## src/sv/sfa_pkg.sv

```systemverilog
// Shared types and constants for the smallest free ID allocator.
// Used by sfa_cell, sfa_chain and smallest_free_id_allocator; no dependencies.
`timescale 1ns / 1ps
`default_nettype none

package sfa_pkg;

  // Store geometry and ID range.
  localparam int STORE_DEPTH = 64;
  localparam int ID_BITS     = 16;
  localparam int CNT_BITS    = $clog2(STORE_DEPTH + 1);

  // Command codes.
  localparam logic CMD_POP = 1'b0;
  localparam logic CMD_ADD = 1'b1;

  // Status codes.
  localparam logic [1:0] ST_OK        = 2'd0;
  localparam logic [1:0] ST_EXHAUSTED = 2'd1;
  localparam logic [1:0] ST_FULL      = 2'd2;
  localparam logic [1:0] ST_NO_CHANGE = 2'd3;

  // Operation broadcast to every cell of the chain.
  typedef struct packed {
    logic cmp;  // Compare the stored ID against the request ID.
    logic ins;  // Insert the request ID in sorted order.
    logic pop;  // Shift every entry one place toward the head.
  } sfa_cell_ctl_t;

endpackage

`default_nettype wire

```

## src/sv/sfa_cell.sv

```systemverilog
// One storage cell of the sorted ID chain: holds one ID and its valid bit.
// Depends on sfa_pkg for the ID width and the cell control struct.
`timescale 1ns / 1ps
`default_nettype none

module sfa_cell (
  input  wire                         clk,
  input  wire                         rst_n,
  input  sfa_pkg::sfa_cell_ctl_t      ctl,
  input  wire [sfa_pkg::ID_BITS-1:0]  req_id,
  input  wire                         left_valid,
  input  wire [sfa_pkg::ID_BITS-1:0]  left_val,
  input  wire                         left_lt,
  input  wire                         right_valid,
  input  wire [sfa_pkg::ID_BITS-1:0]  right_val,
  output logic                        valid,
  output logic [sfa_pkg::ID_BITS-1:0] val,
  output logic                        lt,
  output logic                        eq
);
  import sfa_pkg::*;

  logic               valid_r;
  logic [ID_BITS-1:0] val_r;
  logic               lt_r;
  logic               eq_r;

  // Compare phase: record whether this entry lies below or matches the request.
  always_ff @(posedge clk) begin
    if (ctl.cmp) begin
      lt_r <= valid_r && (val_r < req_id);
      eq_r <= valid_r && (val_r == req_id);
    end
  end

  // Valid bit: shift toward the head on pop, make room on insert.
  always_ff @(posedge clk) begin
    if (!rst_n) begin
      valid_r <= 1'b0;
    end else if (ctl.pop) begin
      valid_r <= right_valid;
    end else if (ctl.ins && !lt_r) begin
      valid_r <= left_lt ? 1'b1 : left_valid;
    end
  end

  // Stored ID follows the same moves as the valid bit.
  always_ff @(posedge clk) begin
    if (ctl.pop) begin
      val_r <= right_val;
    end else if (ctl.ins && !lt_r) begin
      val_r <= left_lt ? req_id : left_val;
    end
  end

  assign valid = valid_r;
  assign val   = val_r;
  assign lt    = lt_r;
  assign eq    = eq_r;

endmodule

`default_nettype wire

```

## src/sv/sfa_chain.sv

```systemverilog
// Row of sfa_cell instances kept in ascending order, smallest ID at the head.
// Depends on sfa_pkg and sfa_cell.
`timescale 1ns / 1ps
`default_nettype none

module sfa_chain (
  input  wire                         clk,
  input  wire                         rst_n,
  input  sfa_pkg::sfa_cell_ctl_t      ctl,
  input  wire [sfa_pkg::ID_BITS-1:0]  req_id,
  output logic                        found,
  output logic [sfa_pkg::ID_BITS-1:0] head_val
);
  import sfa_pkg::*;

  logic               valid_a [STORE_DEPTH];
  logic [ID_BITS-1:0] val_a   [STORE_DEPTH];
  logic               lt_a    [STORE_DEPTH];
  logic [STORE_DEPTH-1:0] eq_v;

  // Each cell sees its neighbors; the head treats its left as "below the request"
  // and the tail sees an empty cell on its right.
  for (genvar g = 0; g < STORE_DEPTH; g++) begin : g_cell
    logic               l_valid;
    logic [ID_BITS-1:0] l_val;
    logic               l_lt;
    logic               r_valid;
    logic [ID_BITS-1:0] r_val;

    if (g == 0) begin : g_head
      assign l_valid = 1'b0;
      assign l_val   = '0;
      assign l_lt    = 1'b1;
    end else begin : g_mid
      assign l_valid = valid_a[g-1];
      assign l_val   = val_a[g-1];
      assign l_lt    = lt_a[g-1];
    end

    if (g == STORE_DEPTH - 1) begin : g_tail
      assign r_valid = 1'b0;
      assign r_val   = '0;
    end else begin : g_body
      assign r_valid = valid_a[g+1];
      assign r_val   = val_a[g+1];
    end

    sfa_cell u_cell (
      .clk         (clk),
      .rst_n       (rst_n),
      .ctl         (ctl),
      .req_id      (req_id),
      .left_valid  (l_valid),
      .left_val    (l_val),
      .left_lt     (l_lt),
      .right_valid (r_valid),
      .right_val   (r_val),
      .valid       (valid_a[g]),
      .val         (val_a[g]),
      .lt          (lt_a[g]),
      .eq          (eq_v[g])
    );
  end

  // A match anywhere in the row means the ID is already free.
  assign found    = |eq_v;
  assign head_val = val_a[0];

endmodule

`default_nettype wire

```

## src/sv/smallest_free_id_allocator.sv

```systemverilog
// Top level of the smallest free ID allocator: command port, frontier counter
// and result registers around the sorted cell chain. Depends on sfa_pkg, sfa_chain.
`timescale 1ns / 1ps
`default_nettype none

// Every transaction has a compare cycle, in which each cell of the chain checks
// its stored ID against the request, and an update cycle, in which the chain
// shifts and the result is registered. busy is high for the compare cycle only,
// so a new transaction can be accepted at the edge that registers the previous
// result. The result appears on the out_ ports for exactly one cycle under
// out_strobe; it cannot be held off, so a receiver must take it in that cycle.
// No clearing pass is needed after reset.
module smallest_free_id_allocator (
  input  wire                         clk,
  input  wire                         rst_n,
  input  wire                         start,
  output logic                        busy,
  input  wire                         in_command,
  input  wire [sfa_pkg::ID_BITS-1:0]  in_id_value,
  output logic                        out_strobe,
  output logic [sfa_pkg::ID_BITS-1:0] out_popped_id,
  output logic [1:0]                  out_status
);
  import sfa_pkg::*;

  logic                busy_r, busy_nxt;
  logic                phase_r;
  logic                cmd_r;
  logic [ID_BITS-1:0]  id_r;
  logic [ID_BITS-1:0]  frontier_r, frontier_nxt;
  logic [CNT_BITS-1:0] count_r, count_nxt;
  logic                strobe_r, strobe_nxt;
  logic [ID_BITS-1:0]  popped_r, popped_nxt;
  logic [1:0]          status_r, status_nxt;

  sfa_cell_ctl_t       ctl;
  logic                found;
  logic [ID_BITS-1:0]  head_val;
  logic                accept;
  logic                update;
  logic                full;

  assign accept = start && !busy;
  assign update = busy_r && !busy;
  assign full   = (count_r == CNT_BITS'(STORE_DEPTH));

  // busy_r marks a transaction in flight; busy covers its compare cycle.
  assign busy = busy_r && !phase_r;

  // Request capture.
  always_ff @(posedge clk) begin
    if (accept) begin
      cmd_r <= in_command;
      id_r  <= in_id_value;
    end
  end

  // Update decision: chain operation, frontier, count and result.
  always_comb begin
    ctl          = '0;
    ctl.cmp      = busy;
    frontier_nxt = frontier_r;
    count_nxt    = count_r;
    popped_nxt   = '0;
    status_nxt   = ST_OK;
    strobe_nxt   = update;
    busy_nxt     = accept ? 1'b1 : (update ? 1'b0 : busy_r);
    if (update) begin
      case (cmd_r)
        CMD_POP: begin
          if (count_r != '0) begin
            ctl.pop    = 1'b1;
            count_nxt  = count_r - 1'b1;
            popped_nxt = head_val;
          end else if (frontier_r == '1) begin
            status_nxt = ST_EXHAUSTED;
          end else begin
            frontier_nxt = frontier_r + 1'b1;
            popped_nxt   = frontier_r + 1'b1;
          end
        end
        CMD_ADD: begin
          if ((id_r == '0) || (id_r > frontier_r) || found) begin
            status_nxt = ST_NO_CHANGE;
          end else if (full) begin
            status_nxt = ST_FULL;
          end else begin
            ctl.ins   = 1'b1;
            count_nxt = count_r + 1'b1;
          end
        end
        default: begin
          status_nxt = ST_NO_CHANGE;
        end
      endcase
    end
  end

  // Control state.
  always_ff @(posedge clk) begin
    if (!rst_n) begin
      busy_r     <= 1'b0;
      phase_r    <= 1'b0;
      frontier_r <= '0;
      count_r    <= '0;
      strobe_r   <= 1'b0;
    end else begin
      busy_r     <= busy_nxt;
      phase_r    <= busy;
      frontier_r <= frontier_nxt;
      count_r    <= count_nxt;
      strobe_r   <= strobe_nxt;
    end
  end

  // Result payload.
  always_ff @(posedge clk) begin
    if (update) begin
      popped_r <= popped_nxt;
      status_r <= status_nxt;
    end
  end

  sfa_chain u_chain (
    .clk      (clk),
    .rst_n    (rst_n),
    .ctl      (ctl),
    .req_id   (id_r),
    .found    (found),
    .head_val (head_val)
  );

  assign out_strobe    = strobe_r;
  assign out_popped_id = popped_r;
  assign out_status    = status_r;

endmodule

`default_nettype wire
```

## config.mk

```make
export PLATFORM = sky130hd
export DESIGN_NAME = smallest_free_id_allocator
export DESIGN_NICKNAME = d
export VERILOG_FILES = /design/src/sv/sfa_pkg.sv /design/src/sv/sfa_cell.sv /design/src/sv/sfa_chain.sv /design/src/sv/smallest_free_id_allocator.sv
export SDC_FILE = /design/constraint.sdc
export NUM_CORES = 2
export LEC_CHECK = 0
export BUFFER_PORTS_ARGS = -buffer_cell sky130_fd_sc_hd__buf_2
export CORE_UTILIZATION = 44
export CTS_BUF_LIST = sky130_fd_sc_hd__clkbuf_8 sky130_fd_sc_hd__clkbuf_16
export DETAILED_ROUTE_END_ITERATION = 8
export HOLD_SLACK_MARGIN = 0.05
export SETUP_SLACK_MARGIN = 0.15
export SYNTH_ARGS = -nofsm -noshare
export SYNTH_HDL_FRONTEND = slang
export SYNTH_HIERARCHICAL = 1
export SYNTH_SLANG_ARGS = --single-unit
```

## constraint.sdc

```tcl
create_clock -name clk -period 8 [get_ports clk]
set_clock_uncertainty 0.05 [all_clocks]
set_input_delay 0 -clock clk [delete_from_list [all_inputs] [get_ports clk]]
set_output_delay 0 -clock clk [all_outputs]
set_load 0.01 [all_outputs]
```

# --- Word-level counts from Yosys, hierarchy flattened ---
# Index checks and enable logic that the tools add are counted.
classes:
  shift: 0
  div_mod_pow: 0
  n_eq_ne: 69
  addsub: 3
  muxes: 397
  mul: 0
  n_bitwise: 4
  reduce_logical: 333
  n_lt_le_gt_ge: 65
op_table:
  columns: ["cell", "n"]
  rows:
  - ["$mux 16", 191]
  - ["$eq 16x16->1", 64]
  - ["$lt 16x16->1", 64]
  - ["$mux 1", 198]
  - ["$logic_and 1x1->1", 195]
  - ["$reduce_bool 2->1", 64]
  - ["$logic_not 1->1", 66]
  - ["$reduce_or 64->1", 1]
  - ["$mux 7", 3]
  - ["$add 16x1->16 const B", 1]
  - ["$eq 16x16->1 const B", 1]
  - ["$gt 16x16->1", 1]
  - ["$logic_not 16->1", 1]
  - ["$pmux 7 s2", 1]
  - ["$reduce_and 4->1", 2]
  - ["$add 7x1->7 const B", 1]
  - ["$eq 7x7->1 const B", 1]
  - ["$reduce_bool 7->1", 1]
  - ["$sub 7x1->7 const B", 1]
  - ["$mux 2", 3]
  - ["$ne 2x2->1 const B", 3]
  - ["$not 1->1", 4]
  - ["$pmux 2 s2", 1]
  - ["$logic_or 1x1->1", 2]
  - ["$reduce_or 2->1", 1]
word_totals:
  memories: 0
  input_bits: 20
  mem_bits_ro: 0
  word_cells: 1136
  output_inout_bits: 20
  latchBits: 0
  mem_bits_rw: 0
  regBits: 1277

# --- Longest topological paths before layout ---
depth:
  depth_word: 9
  mapped_depth: 11
  ltp_nobuf: 10

# --- Hierarchy ---
# The synthesis kept the hierarchy.
modules_own_cells:
  columns: ["mod", "instances", "seq_area_each_um2", "area_per_inst_um2", "cells_each"]
  rows:
  - ["sfa_cell (u_chain.g_cell[0].u_cell ...)", 62, 560.5, 1341.3, 138]
  - ["smallest_free_id_allocator", 1, 1571.5, 3363.2, 330]
  - ["sfa_cell (u_chain.g_cell[8].u_cell ...)", 2, 560.5, 1352.5, 138]
  - ["sfa_chain", 1, 0.0, 146.4, 23]

# --- Worst setup path before layout ---
# No wires, ideal clock.
synth_path:
  path_kind: "register to register"
  from: "reg busy_r"
  to: "reg cmd_r (enable)"
  required_ns: 7.112
  synth_period_minus_slack_ns: 8.987
  path_slack_ns: -0.987
  path_stages_with_launch: 3
  arrival_time_ns: 8.099
  cell_sequence: "dfxtp_1 > nor2b_1 > nor2b_1"
synth_via:
  elab_chain_cells: 3
synth_lines:
  columns: ["element", "line", "source"]
  rows:
  - ["from (decl)", "smallest_free_id_allocator.sv:26", "logic busy_r, busy_nxt;"]
  - ["from (signal assigned)", "smallest_free_id_allocator.sv:108", "busy_r <= busy_nxt;"]
  - ["$logic_and 1x1->1", "smallest_free_id_allocator.sv:48", "assign busy = busy_r && !phase_r;"]
  - ["via busy", "smallest_free_id_allocator.sv:17", "output logic busy,"]
  - ["$logic_not 1->1", "smallest_free_id_allocator.sv:43", "assign accept = start && !busy;"]
  - ["$logic_and 1x1->1", "smallest_free_id_allocator.sv:43", null]
  - ["via accept", "smallest_free_id_allocator.sv:39", "logic accept;"]
  - ["to (signal assigned)", "smallest_free_id_allocator.sv:53", "cmd_r <= in_command;"]
  - ["to (decl)", "smallest_free_id_allocator.sv:28", "logic cmd_r;"]
# The timed path passes the listed nets, and every way through them passes these cells.
# A chain may end at the register's enable or synchronous reset.

==> metrics.txt <==
status=finished clean; final setup TNS=0 ps; HPWL after DPL=177 mm; Int Pwr=about 0.012 W; placed insts=11,600; sequential cell area=~0.037 mm2; Worst EP arrival=6050 ps; TritonCTS Buffers=150; drt drc=0; clk buf depth=3; vias per cell=5.75; Synth area leaders=edfxtp_1 40%, ha_1 15%, mux2i_1 12%; Slew headroom=11.9%; CP Capture Type=flip-flop; average wire per standard cell=between 20 and 25 um; post-route insts no fill=11,900; die height=453 um; reg2reg setup slack=between 2000 and 3000 ps; min-delay worst type=input pin to flip-flop; routability cong.=0.868; first-pass GRT wire length=~390 mm; fraction of layout cells with a size suffix above 1=5.22%; pins over their slew limit=0; part of the power in registers=about 47%; fin crit share=67.9%; CP Max Fanout=26; Peak Freq=184 MHz; Slew @ Worst Pin=around 1300 ps; Initial Util=approximately 44%; # fillers=18,700; antenna violations before repair=7; max_cap viols=0; P_leak=~40 nW; setup bufs post-CTS=0; area of the multi-input gates=0.0457 mm2; Startpoint Class=flip-flop; top_reg_cell synth=edfxtp_1; Required @ worst endpoint=~8600 ps; post-synth cell types=between 50 and 60; total number of vias=68,600; CTS tree=done; NetSw=0.00394 W; Max H-tree Level=4; Die ar.=0.205 mm2; syn_area_per_cell=9.73 um2; Post-Route WL=253 mm; Seq/Total Area, Yosys=a little over two fifths; Critical Setup Path Class=flip-flop to flip-flop; Synth top area share=39.9%; # IOs=40; worst vdd ir=157 uV; root buf cell=clkbuf_16; grt total ovfl=0; RSZ-0062 raised after global routing=no; Yosys reg bits=1,277; clock share of power=43.6%; Setup WS post-layout=2560 ps; Synth Warn #=6; Mapped Area=0.0894 mm2; Async S/R FF share, synth=0%; Switching Share=between 20% and 30%; clock sinks=approximately 1,300; clk slew on worst S/H paths=60 ps; EDFF count, synth=1,187; synthesis-to-finish area growth=8.74%; post-route ant nets=0; row count=approximately 170; largest net degree at the start of global routing=271; pwr/cell area=around 160 mW/mm2; global-route usage over all layers=24.1%; Yosys top cell by area=edfxtp_1; cells after synthesis=9,185; vias in the first global route=68,000; # setup viols final=0; Iter 0 DRT Violations=6,321; net count reported at finish=just over 10,000; Final min period=5440 ps; core area=0.202 mm2; Gate power share=a little under a tenth; die width=453 um; Port Buf Inserts=39; pre-CTS setup slack=about 2700 ps; Fin. Hold Viols=0; 1st-pass router iterations=6; clk_lat worst skew=800 ps
-- final timing paths --
check,startpoint,to,cells past startpoint
max,u_chain/g_cell[30].u_cell/eq,u_chain/g_cell[51].u_cell/valid,9
max reg2reg,u_chain/g_cell[30].u_cell/eq,u_chain/g_cell[51].u_cell/valid,9
min,rst_n,u_chain/g_cell[43].u_cell/valid,3
min reg2reg,count_r[6],count_r[6],2
-- state kept, by name (all words and copies together), names as in the netlist, 2 cells and up --
register                     flops
out_popped_id                   16
count_r                          7
frontier_r                      16
u_chain/g_cell.u_cell/valid     64
u_chain/g_cell.u_cell/eq        64
u_chain/g_cell.u_cell/val     1024
id_r                            16
u_chain/g_cell.u_cell/lt        64
out_status                       2
-- power by group through the flow --
stage,Clock [W],Combinational [W],Sequential (W)
floorplan,0,0.00108,0.00760
global placement,0,0.00140,0.00759
detailed placement,0,0.00147,0.00759
CTS,0.00706,0.00149,0.00745
global route,0.00731,0.00168,0.00746
finish,0.00693,0.00151,0.00745
-- metrics by stage --
step                      util (%)  total power [W]  hold slack, ps  instance area (um2)
after CTS                     48.1           0.0160             228                97200
after detailed placement      45.5          0.00906             131                91900
after global routing          48.1           0.0164             245                97200
after floorplan                  -          0.00868            48.9                89500
final                         48.1           0.0159             253                97200
after global placement        45.5          0.00898             131                91900
-- worst max-delay path, cell delays in order (launching register included) --
cell,delay [ps]
edfxtp_1,350
nor4_1,420
nand4_1,450
or4_1,810
a41o_1,360
nor3_4,1080
buf_4,590
a21o_1,730
mux2i_1,280
nor2b_1,60
-- routing by layer --
layer	wire [um]	global-route usage, %
met3	15300	3.00
met1	116000	34.0
met4	5140	5.87
met2	117000	39.0
met5	20	0
-- timing repair --
action	in CTS	in global routing
endpoints found under the hold margin	65	0
gates resized for setup	0	0
hold buffers	37	0
-- final cells by class --
cell class,instances,area share (%)
Sequential cell,1277,38.5
Inverter,1173,4.53
Multi-Input combinational cell,6372,47.0
Clock buffer,169,4.17
Clock inverter,109,0.919
Timing Repair Buffer,155,1.43
Antenna cell,3,0.00772
Tap cell,2672,3.44
-- cells in the final DEF, fill, tap and decap left out, types with 7 or more instances in the layout --
cell           count
buf_4             62
a221o_1           64
a21oi_1          343
a21oi_2          126
xnor2_1           19
dlygate4sd3_1     37
and3_1            67
nand3_1          139
nor2_1           160
bufinv_16         13
and4_1            64
o21ai_0         1169
nor2b_1           66
clkbuf_16        153
a22oi_1            8
a211oi_1          71
buf_12            18
clkinv_2          25
ha_1            1046
a21o_1           130
clkinvlp_4         7
o21ai_1           62
nor3_1             8
nand2_1         1355
conb_1            35
mux2i_1         1089
nand4_1          145
edfxtp_1        1187
clkbuf_8          16
clkinv_1          19
nor4_1            83
or3_1              9
dfxtp_1           90
inv_1           1209
nand2b_1          66
buf_2             38
-- cell usage after synthesis (all sizes together) (2+ instances only) --
cell / n
mux2i: 1089
o211ai: 5
conb: 2
a311oi: 2
o21bai: 2
a22oi: 8
a21o: 130
xnor2: 19
and3: 68
nor3: 10
nand4: 145
dfxtp: 90
and2: 4
ha: 1046
inv: 1173
nand3: 141
edfxtp: 1187
o41ai: 2
and4: 66
buf: 139
a211oi: 73
o31ai: 4
o21ai: 1231
nand2: 1355
nor4: 84
a221o: 64
a21oi: 469
or4: 2
nor2: 160
nor2b: 67
nand2b: 66
clkbuf: 257
o31a: 2
or3: 12
-- kinds of logic (layout without fill, tap and decap cells) --
logic type,after synthesis,after routing,synth area share [%]
other cells,2,38,0.00840
flops,1277,1277,41.9
compound gates,1999,1999,12.8
fa+ha+maj,1047,1047,14.7
mux,1089,1089,12.2
simple gates,2182,2182,11.1
buf+inv,1569,1606,7.18
xor+xnor,20,20,0.196
(Power assumes the default switching activity.)
